**src/rtl/core/md5k_pkg.sv**
```systemverilog
// Shared types, constants and round functions of the MD5 key digest core.
package md5k_pkg;

  localparam int unsigned BlockBytes = 64;
  localparam int unsigned BlockWords = BlockBytes / 4;
  localparam int unsigned WordAw     = $clog2(BlockWords);

  localparam logic [31:0] IvA = 32'h67452301;
  localparam logic [31:0] IvB = 32'hefcdab89;
  localparam logic [31:0] IvC = 32'h98badcfe;
  localparam logic [31:0] IvD = 32'h10325476;
  localparam logic [7:0]  PadByte = 8'h80;

  typedef enum logic [2:0] {
    S_IDLE,
    S_PRE,
    S_ROUND,
    S_ADD,
    S_DONE
  } state_e;

  // Which message words a compression takes from the block store.
  typedef enum logic [1:0] {
    MODE_FULL,
    MODE_PAD,
    MODE_PADLEN,
    MODE_LEN
  } mode_e;

  function automatic logic [31:0] round_k(input logic [5:0] n);
    logic [31:0] k;
    case (n)
      6'd0: k = 32'hd76aa478;  6'd1: k = 32'he8c7b756;  6'd2: k = 32'h242070db;
      6'd3: k = 32'hc1bdceee;  6'd4: k = 32'hf57c0faf;  6'd5: k = 32'h4787c62a;
      6'd6: k = 32'ha8304613;  6'd7: k = 32'hfd469501;  6'd8: k = 32'h698098d8;
      6'd9: k = 32'h8b44f7af;  6'd10: k = 32'hffff5bb1; 6'd11: k = 32'h895cd7be;
      6'd12: k = 32'h6b901122; 6'd13: k = 32'hfd987193; 6'd14: k = 32'ha679438e;
      6'd15: k = 32'h49b40821; 6'd16: k = 32'hf61e2562; 6'd17: k = 32'hc040b340;
      6'd18: k = 32'h265e5a51; 6'd19: k = 32'he9b6c7aa; 6'd20: k = 32'hd62f105d;
      6'd21: k = 32'h02441453; 6'd22: k = 32'hd8a1e681; 6'd23: k = 32'he7d3fbc8;
      6'd24: k = 32'h21e1cde6; 6'd25: k = 32'hc33707d6; 6'd26: k = 32'hf4d50d87;
      6'd27: k = 32'h455a14ed; 6'd28: k = 32'ha9e3e905; 6'd29: k = 32'hfcefa3f8;
      6'd30: k = 32'h676f02d9; 6'd31: k = 32'h8d2a4c8a; 6'd32: k = 32'hfffa3942;
      6'd33: k = 32'h8771f681; 6'd34: k = 32'h6d9d6122; 6'd35: k = 32'hfde5380c;
      6'd36: k = 32'ha4beea44; 6'd37: k = 32'h4bdecfa9; 6'd38: k = 32'hf6bb4b60;
      6'd39: k = 32'hbebfbc70; 6'd40: k = 32'h289b7ec6; 6'd41: k = 32'heaa127fa;
      6'd42: k = 32'hd4ef3085; 6'd43: k = 32'h04881d05; 6'd44: k = 32'hd9d4d039;
      6'd45: k = 32'he6db99e5; 6'd46: k = 32'h1fa27cf8; 6'd47: k = 32'hc4ac5665;
      6'd48: k = 32'hf4292244; 6'd49: k = 32'h432aff97; 6'd50: k = 32'hab9423a7;
      6'd51: k = 32'hfc93a039; 6'd52: k = 32'h655b59c3; 6'd53: k = 32'h8f0ccc92;
      6'd54: k = 32'hffeff47d; 6'd55: k = 32'h85845dd1; 6'd56: k = 32'h6fa87e4f;
      6'd57: k = 32'hfe2ce6e0; 6'd58: k = 32'ha3014314; 6'd59: k = 32'h4e0811a1;
      6'd60: k = 32'hf7537e82; 6'd61: k = 32'hbd3af235; 6'd62: k = 32'h2ad7d2bb;
      default: k = 32'heb86d391;
    endcase
    return k;
  endfunction

  function automatic logic [4:0] round_s(input logic [5:0] n);
    logic [4:0] s;
    case ({n[5:4], n[1:0]})
      4'h0: s = 5'd7;  4'h1: s = 5'd12; 4'h2: s = 5'd17; 4'h3: s = 5'd22;
      4'h4: s = 5'd5;  4'h5: s = 5'd9;  4'h6: s = 5'd14; 4'h7: s = 5'd20;
      4'h8: s = 5'd4;  4'h9: s = 5'd11; 4'ha: s = 5'd16; 4'hb: s = 5'd23;
      4'hc: s = 5'd6;  4'hd: s = 5'd10; 4'he: s = 5'd15;
      default: s = 5'd21;
    endcase
    return s;
  endfunction

  // Message word index used by a round.
  function automatic logic [WordAw-1:0] round_g(input logic [5:0] n);
    logic [WordAw-1:0] g;
    case (n[5:4])
      2'd0: g = n[WordAw-1:0];
      2'd1: g = WordAw'(5 * n + 1);
      2'd2: g = WordAw'(3 * n + 5);
      default: g = WordAw'(7 * n);
    endcase
    return g;
  endfunction

  function automatic logic [31:0] round_f(input logic [1:0] r, input logic [31:0] b,
                                          input logic [31:0] c, input logic [31:0] d);
    logic [31:0] f;
    case (r)
      2'd0: f = (b & c) | (~b & d);
      2'd1: f = (b & d) | (c & ~d);
      2'd2: f = b ^ c ^ d;
      default: f = c ^ (b | ~d);
    endcase
    return f;
  endfunction

endpackage

```
**src/rtl/core/md5k_ram.sv**
```systemverilog
// Generic single-write, single-read synchronous RAM with registered read data.
module md5k_ram #(
  parameter int unsigned Width = 32,
  parameter int unsigned Depth = 16
) (
  input  logic                     clk_i,
  input  logic                     we_i,
  input  logic [$clog2(Depth)-1:0] waddr_i,
  input  logic [Width-1:0]         wdata_i,
  input  logic [$clog2(Depth)-1:0] raddr_i,
  output logic [Width-1:0]         rdata_o
);

  logic [Width-1:0] mem_q [Depth];
  logic [Width-1:0] rdata_q;

  always_ff @(posedge clk_i) begin
    if (we_i) begin
      mem_q[waddr_i] <= wdata_i;
    end
    rdata_q <= mem_q[raddr_i];
  end

  assign rdata_o = rdata_q;

endmodule

```
**src/rtl/core/md5_variant_key_digest_core.sv**
```systemverilog
// MD5 key digest core: byte stream in, chaining words and 56-bit key out.
//
// Input stream: one message byte per transfer in s_axis_tdata, with tuser
// marking that the byte is present and tlast closing the message. A transfer
// with tuser low and tlast high closes the message without adding a byte.
// Output stream: one transfer per closed message carrying the four chaining
// words and the key built from digest bytes 0,6,1,5,2,4,3.
// A byte that does not complete a 64-byte block is only stored; a byte that
// completes a block starts a compression (a fetch state, 64 rounds and a
// chaining add), run by the single round unit reading one word a cycle from
// the block RAM, while s_axis_tready stays low. Closing a message costs one
// or two further compressions (two when the padded tail passes byte 55),
// then the result is loaded into the output register.
// Reset clears the chaining words to the MD5 initial values and the byte
// count to zero; the block RAM is not cleared, as only words written by the
// current message are read. The output register holds its transfer while
// the receiver stalls; a new message may stream in meanwhile, but once its
// result is ready the core stalls its input until the register frees up.
module md5_variant_key_digest_core (
  input  logic         clk_i,
  input  logic         rst_ni,
  input  logic         s_axis_tvalid,
  output logic         s_axis_tready,
  input  logic [7:0]   s_axis_tdata,   // [7:0] data_byte
  input  logic         s_axis_tuser,   // has_byte
  input  logic         s_axis_tlast,   // message_end
  output logic         m_axis_tvalid,
  input  logic         m_axis_tready,
  // [31:0] word_a, [63:32] word_b, [95:64] word_c, [127:96] word_d,
  // [183:128] key_bits
  output logic [183:0] m_axis_tdata
);
  import md5k_pkg::*;

  state_e state_q, state_d;
  mode_e  mode_q;
  logic   fin_q;
  logic [5:0]  round_q;
  logic [31:0] a_q, b_q, c_q, d_q;
  logic [31:0] ch_a_q, ch_b_q, ch_c_q, ch_d_q;
  logic [31:0] cnt_q, cnt_nx;
  logic [31:0] word_q, word_nx;
  logic        out_valid_q, out_valid_d;
  logic [183:0] out_q;

  logic              accept;
  logic              take_byte;
  logic [1:0]        lane;
  logic [WordAw-1:0] wi;
  logic [31:0]       lane_mask;
  logic              ram_we;
  logic [WordAw-1:0] ram_raddr;
  logic [31:0]       ram_rdata;
  logic [WordAw-1:0] g_cur;
  logic [31:0]       msg, pad_word, len_lo, len_hi;
  logic [31:0]       sum, f_val;
  logic [63:0]       rot_wide;
  logic              out_free;

  assign accept    = s_axis_tvalid && s_axis_tready;
  assign take_byte = accept && s_axis_tuser;
  assign lane      = cnt_q[1:0];
  assign wi        = cnt_q[WordAw+1:2];
  assign lane_mask = (32'h1 << {lane, 3'b000}) - 32'h1;
  assign word_nx   = (word_q & lane_mask) | (32'(s_axis_tdata) << {lane, 3'b000});
  assign cnt_nx    = cnt_q + 32'(take_byte);
  assign out_free  = !out_valid_q || m_axis_tready;
  // Load on finalisation, otherwise hold until the receiver takes the transfer
  assign out_valid_d = (state_q == S_DONE && out_free) || (out_valid_q && !m_axis_tready);

  md5k_ram #(
    .Width (32),
    .Depth (BlockWords)
  ) u_block_ram (
    .clk_i   (clk_i),
    .we_i    (ram_we),
    .waddr_i (wi),
    .wdata_i (word_nx),
    .raddr_i (ram_raddr),
    .rdata_o (ram_rdata)
  );

  // Message word for the current round
  assign g_cur    = round_g(round_q);
  assign pad_word = (word_q & lane_mask) | (32'(PadByte) << {lane, 3'b000});
  assign len_lo   = {cnt_q[28:0], 3'b000};
  assign len_hi   = 32'h1 + {3'b000, cnt_q[31:29]};

  always_comb begin
    msg = 32'h0;
    case (mode_q)
      MODE_FULL: msg = ram_rdata;
      MODE_PAD, MODE_PADLEN: begin
        if (g_cur < wi) begin
          msg = ram_rdata;
        end else if (g_cur == wi) begin
          msg = pad_word;
        end else if (mode_q == MODE_PADLEN && g_cur == WordAw'(BlockWords - 2)) begin
          msg = len_lo;
        end else if (mode_q == MODE_PADLEN && g_cur == WordAw'(BlockWords - 1)) begin
          msg = len_hi;
        end
      end
      default: begin
        if (g_cur == WordAw'(BlockWords - 2)) begin
          msg = len_lo;
        end else if (g_cur == WordAw'(BlockWords - 1)) begin
          msg = len_hi;
        end
      end
    endcase
  end

  assign f_val    = round_f(round_q[5:4], b_q, c_q, d_q);
  assign sum      = a_q + f_val + round_k(round_q) + msg;
  assign rot_wide = {sum, sum} << round_s(round_q);

  // Next state
  always_comb begin
    state_d = state_q;
    case (state_q)
      S_IDLE: begin
        if (accept && ((s_axis_tuser && cnt_q[5:0] == 6'h3f) || s_axis_tlast)) begin
          state_d = S_PRE;
        end
      end
      S_PRE:   state_d = S_ROUND;
      S_ROUND: if (round_q == 6'h3f) state_d = S_ADD;
      S_ADD: begin
        if (mode_q == MODE_PADLEN || mode_q == MODE_LEN) begin
          state_d = S_DONE;
        end else if (mode_q == MODE_FULL && !fin_q) begin
          state_d = S_IDLE;
        end else begin
          state_d = S_PRE;
        end
      end
      S_DONE:  if (out_free) state_d = S_IDLE;
      default: state_d = S_IDLE;
    endcase
  end

  // Outputs of the sequencer
  always_comb begin
    s_axis_tready = (state_q == S_IDLE);
    ram_we        = take_byte && (lane == 2'b11);
    ram_raddr     = round_g(round_q + 6'd1);
    if (state_q == S_PRE) begin
      ram_raddr = round_g(6'd0);
    end
  end

  always_ff @(posedge clk_i or negedge rst_ni) begin
    if (!rst_ni) begin
      state_q     <= S_IDLE;
      mode_q      <= MODE_FULL;
      fin_q       <= 1'b0;
      round_q     <= 6'd0;
      cnt_q       <= 32'h0;
      ch_a_q      <= IvA;
      ch_b_q      <= IvB;
      ch_c_q      <= IvC;
      ch_d_q      <= IvD;
      out_valid_q <= 1'b0;
    end else begin
      state_q     <= state_d;
      out_valid_q <= out_valid_d;
      case (state_q)
        S_IDLE: begin
          if (accept) begin
            cnt_q <= cnt_nx;
            fin_q <= s_axis_tlast;
            if (s_axis_tuser && cnt_q[5:0] == 6'h3f) begin
              mode_q <= MODE_FULL;
            end else if (cnt_nx[5:0] >= 6'd56) begin
              mode_q <= MODE_PAD;
            end else begin
              mode_q <= MODE_PADLEN;
            end
          end
        end
        S_PRE: round_q <= 6'd0;
        S_ROUND: round_q <= round_q + 6'd1;
        S_ADD: begin
          ch_a_q <= ch_a_q + a_q;
          ch_b_q <= ch_b_q + b_q;
          ch_c_q <= ch_c_q + c_q;
          ch_d_q <= ch_d_q + d_q;
          if (mode_q == MODE_FULL) begin
            mode_q <= (cnt_q[5:0] >= 6'd56) ? MODE_PAD : MODE_PADLEN;
          end else if (mode_q == MODE_PAD) begin
            mode_q <= MODE_LEN;
          end
        end
        S_DONE: begin
          if (out_free) begin
            fin_q       <= 1'b0;
            cnt_q       <= 32'h0;
            ch_a_q      <= IvA;
            ch_b_q      <= IvB;
            ch_c_q      <= IvC;
            ch_d_q      <= IvD;
          end
        end
        default: ;
      endcase
    end
  end

  // Payload registers
  always_ff @(posedge clk_i) begin
    if (take_byte) begin
      word_q <= word_nx;
    end
    if (state_q == S_PRE) begin
      a_q <= ch_a_q;
      b_q <= ch_b_q;
      c_q <= ch_c_q;
      d_q <= ch_d_q;
    end else if (state_q == S_ROUND) begin
      a_q <= d_q;
      b_q <= b_q + rot_wide[63:32];
      c_q <= b_q;
      d_q <= c_q;
    end
    if (state_q == S_DONE && out_free) begin
      out_q <= {ch_a_q[7:0], ch_b_q[23:16], ch_a_q[15:8], ch_b_q[15:8],
                ch_a_q[23:16], ch_b_q[7:0], ch_a_q[31:24],
                ch_d_q, ch_c_q, ch_b_q, ch_a_q};
    end
  end

  assign m_axis_tvalid = out_valid_q;
  assign m_axis_tdata  = out_q;

`ifndef NO_ASSERTIONS
  a_ram_write_on_word: assert property (@(posedge clk_i) disable iff (!rst_ni)
    ram_we |-> (accept && s_axis_tuser && cnt_q[1:0] == 2'b11))
    else $error("block RAM written outside a word-completing byte");
  a_block_starts: assert property (@(posedge clk_i) disable iff (!rst_ni)
    (accept && s_axis_tuser && cnt_q[5:0] == 6'h3f) |=> (state_q == S_PRE))
    else $error("full block did not start a compression");
  a_end_starts: assert property (@(posedge clk_i) disable iff (!rst_ni)
    (accept && s_axis_tlast) |=> (state_q == S_PRE && fin_q))
    else $error("message end did not start finalisation");
  a_done_loads: assert property (@(posedge clk_i) disable iff (!rst_ni)
    (state_q == S_DONE && out_free) |=> (out_valid_q && cnt_q == 32'h0))
    else $error("result not loaded on finalisation");
`endif

endmodule

```
**config.mk**
```make
export PLATFORM = sky130hd
export DESIGN_NAME = md5_variant_key_digest_core
export DESIGN_NICKNAME = d
export VERILOG_FILES = /design/src/rtl/core/md5k_pkg.sv /design/src/rtl/core/md5k_ram.sv /design/src/rtl/core/md5_variant_key_digest_core.sv
export SDC_FILE = /design/constraint.sdc
export NUM_CORES = 2
export LEC_CHECK = 0
export ABC_CLOCK_PERIOD_IN_PS = 14100
export BUFFER_PORTS_ARGS = -buffer_cell sky130_fd_sc_hd__buf_4
export CAP_MARGIN = 0
export CELL_PAD_IN_SITES_DETAIL_PLACEMENT = 1
export CELL_PAD_IN_SITES_GLOBAL_PLACEMENT = 1
export CORE_ASPECT_RATIO = 2
export CORE_MARGIN = 2
export CORE_UTILIZATION = 24
export DETAILED_ROUTE_END_ITERATION = 8
export PLACE_DENSITY = 0.44
export SLEW_MARGIN = 25
export SYNTH_ARGS = -nofsm -noshare
export SYNTH_HDL_FRONTEND = slang
export SYNTH_SLANG_ARGS = --single-unit
```
**constraint.sdc**
```tcl
create_clock -name clk_i -period 14.1 [get_ports clk_i]
set_input_delay 0.705 -clock clk_i [delete_from_list [all_inputs] [get_ports clk_i]]
set_output_delay 0.705 -clock clk_i [all_outputs]
set_load 0.05 [all_outputs]
```
==> impl_metrics.tcl <==
set metrics [dict create \
    grt_max_degree 145 \
    clock_sinks 1004 \
    dp_hpwl_microns 178000 \
    overflow 0 \
    drt_wl_total_microns 246000 \
    criticalPathCategory "reg2reg" \
    die_area_sq_mm 0.244 \
    synth.distinct_cells 92 \
    syn_area_per_cell_sq_um 10.2 \
    grt_pass1_vias 48200 \
    cp_num_buf_inv 5 \
    fp.dieH_microns 697 \
    crit_family "compound AO/OA/AOI/OAI gates" \
    numCtsBuffers 102 \
    clock_path_buffers 3 \
    crit_path_end "b_q[31]$_DFFE_PN_" \
    syn-cell-area_sq_mm 0.0577 \
    synth_top_area_frac 0.416 \
    fin_ws_ns 1.11 \
    synthMuxAreaShare 0.0190 \
    fin_tns_setup_ns 0 \
    syn_nets 5984 \
    die_w_microns 351 \
    busiest_layer "met2" \
    dr.pass1.iters 5 \
    start_util 0.241 \
    nets 6032 \
    synth_top_family_by_area "compound AO/OA/AOI/OAI gates" \
    clk_pin_slew_ns 0.07 \
    cts_tree "yes" \
    cts_setup_buffers 0 \
    tightestPinTransition_ns 1.28 \
    drv_cap 0 \
    yosysSeqAreaShare 0.504 \
    cp.depth 45 \
    rsz0062_at_grt "false" \
    ant_nets 0 \
    finalCriticalPeriod_ns 12.99 \
    clkLatencyLatePin_ns 0.79 \
    htreeDepth 3 \
    core_area_sq_mm 0.239 \
    nFillCells 27100 \
    row_count 254 \
    syn_inst 5662 \
    crit_start "round_q[1]$_DFFE_PN0N_" \
    required_ns 14.60 \
    place_congestion 0.960 \
    synth_top_cell_by_area "edfxtp_1" \
    io_buffer_count 199 \
    synthAdderAreaFrac 0.0763 \
    met1_usage 0.208 \
    critPathLaunchType "flop" \
    drtIter0Drc 2246 \
    yosys_most_used_dff "edfxtp_1" \
    relSlewSlack 0.137 \
    ys_async_sr_fraction 0.172 \
    reg2reg_from "round_q[1]$_DFFE_PN0N_" \
    via_per_inst 5.03 \
    whs_path_depth 2 \
    drcViolationCount 0 \
    io_pins 200 \
    crit_arrival_ns 13.49 \
    synth_seq_cells 1004 \
    post-route-util 0.278 \
    setup_viol 0 \
    grt_util_all_layers 0.199 \
    synth.area.top_cells "edfxtp_1, nand2_1, ha_1" \
    dp_slack_ns 0.730 \
    synth_edf_count 799 \
    finalHoldViolCount 0 \
    critical_path.slowest_cell "o31ai_1" \
    antenna_found_initial 11 \
    reg2reg_depth 45 \
    period_share 0.921 \
    fin_area_sq_mm 0.0664 \
    max_freq_mhz 77.0 \
    synth-xor-area-share 0.0367 \
    finClkSkew_ns 0.0785 \
    worstSetupEndpointType "flop" \
    gr-usage-met2 0.390 \
    drive_above_1_share 0.122 \
    reg2reg_slack_ns 1.11 \
    vias 45300 \
    yosys_warnings 0 \
    placedInstanceArea_sq_mm 0.0628 \
    cpPeakStageDelay_ns 0.77 \
    area_growth_pct 15.2 \
    report.final.slew_viol_count 0 \
    grtUsageMet3 0.0222 \
    synth_compound_area_frac 0.187 \
    wl_per_cell_microns 27.4 \
    r2r-end "b_q[31]$_DFFE_PN_" \
    grt_pass1_wl_microns 352000 \
    root_buffer "clkbuf_16" \
    path_max_fanout 26 \
    outcome "complete, no violations" \
    synthSimpleGateAreaFrac 0.138 \
    hold_path_class "in2reg" \
]
-- worst min-delay path by stage --
| stage | start | endpoint | slack, ns |
|---|---|---|---|
| floorplan | rst_ni | ch_a_q[10]$_DFFE_PN0P_ | 0.41 |
| global placement | ch_a_q[27]$_DFFE_PN0P_ | m_axis_tdata[131]$_DFFE_PP_ | 0.49 |
| detailed placement | ch_a_q[27]$_DFFE_PN0P_ | m_axis_tdata[131]$_DFFE_PP_ | 0.50 |
| CTS | s_axis_tlast | fin_q$_DFFE_PN0P_ | 0.21 |
| global route | s_axis_tlast | fin_q$_DFFE_PN0P_ | 0.23 |
| finish | s_axis_tlast | fin_q$_DFFE_PN0P_ | 0.27 |
-- Yosys cell counts, drive strengths merged (10+ instances only) --
cell type,number
ha,235
a32o,13
a211oi,232
a21o,69
a22o,38
mux2,24
and2,145
edfxtp,799
o31ai,25
o21a,40
o21ai,410
o311ai,14
inv,157
o211ai,39
a221oi,24
o21bai,28
fa,73
nand2b,44
nand3,99
nor4,11
clkbuf,266
a21oi,397
a22oi,23
xnor2,131
and3,23
a311oi,79
a31oi,138
nand2,945
or2,42
or3,22
dfxtp,32
xor2,103
nor2b,34
nand4,18
o22ai,13
nor2,298
a21boi,10
a31o,10
nor3,99
dfrtp,109
mux2i,62
dfstp,64
buf,114
-- worst register-to-register path: cells and delay by family (launching register included) --
| family | cells | cell delay [ns] |
|---|---|---|
| XOR/XNOR | 3 | 1.04 |
| multiplexers | 1 | 0.27 |
| AND/OR/NAND/NOR | 7 | 0.76 |
| flip-flops | 1 | 0.52 |
| AO/OA/AOI/OAI | 22 | 6.37 |
| buffers and inverters | 5 | 0.86 |
| adder cells (fa/ha/maj) | 7 | 2.95 |
-- per-layer routing --
metal / vias to the layer above / share of wire
met5: - / 0.00012
met4: 4 / 0.048
met3: 354 / 0.028
met2: 785 / 0.56
met1: 23400 / 0.37
li1: 20800 / -
-- logic make-up (layout without fill, tap and decap cells) --
family | after synthesis | in the layout
simple gates | 1801 | 1801
compound gates | 1679 | 1679
flops | 1004 | 1004
buf+inv | 538 | 674
fa+ha+maj | 308 | 308
xor+xnor | 237 | 237
mux | 95 | 95
other cells | 0 | 7
-- state kept, by name, summed over array words and instances (netlist names), 3 cells and up --
signal,cells
a_q,32
b_q,32
c_q,32
ch_a_q,32
ch_b_q,32
ch_c_q,32
ch_d_q,32
cnt_q,32
d_q,32
m_axis_tdata,128
round_q,6
state_q,3
u_block_ram.mem_q,512
u_block_ram.rdata_o,32
word_q,31
-- cell usage in the layout, fill, tap and decap left out, types with 73 or more instances in the layout --
cell type | Yosys | final
and2_1 | 145 | 143
clkbuf_16 | 0 | 108
nor2_1 | 298 | 283
a311oi_1 | 79 | 79
xnor2_1 | 131 | 130
fa_1 | 73 | 73
nand3_1 | 99 | 98
inv_1 | 155 | 153
ha_1 | 235 | 234
dfrtp_1 | 109 | 105
nor3_1 | 99 | 90
xor2_1 | 103 | 102
edfxtp_1 | 799 | 799
buf_4 | 56 | 315
o21ai_0 | 404 | 400
a21oi_1 | 396 | 393
a31oi_1 | 138 | 136
nand2_1 | 945 | 942
a211oi_1 | 231 | 231
-- area by class of cell --
cell class	instances	area, sq um	share of cell area
clock inverters	47	586	0.00881
well taps	3200	4000	0.0603
clock buffers	145	2960	0.0446
repair buffers	324	2520	0.0379
flip-flops and latches	1004	29100	0.437
diodes	7	17.5	0.000264
inverters	158	601	0.00904
multi-input cells	4120	26700	0.402
-- per-stage QoR --
| step | hold slack (ns) | std cells |
|---|---|---|
| detailed placement | 0.495 | 8804 |
| global placement | 0.490 | 8804 |
| finish | 0.269 | 9005 |
| floorplan | 0.409 | 5662 |
| CTS | 0.206 | 8997 |
| global route | 0.229 | 9000 |
-- repair_timing --
| item | 4_1_cts | 5_1_grt |
|---|---|---|
| hold buffers | 1 | 0 |
| resized for setup | 0 | 2 |
| setup endpoints to repair | 0 | 2 |
| hold endpoints to repair | 23 | 0 |
Power is not shown: default switching activity piles up to over one toggle a cycle in this logic, so the estimate is an artifact.
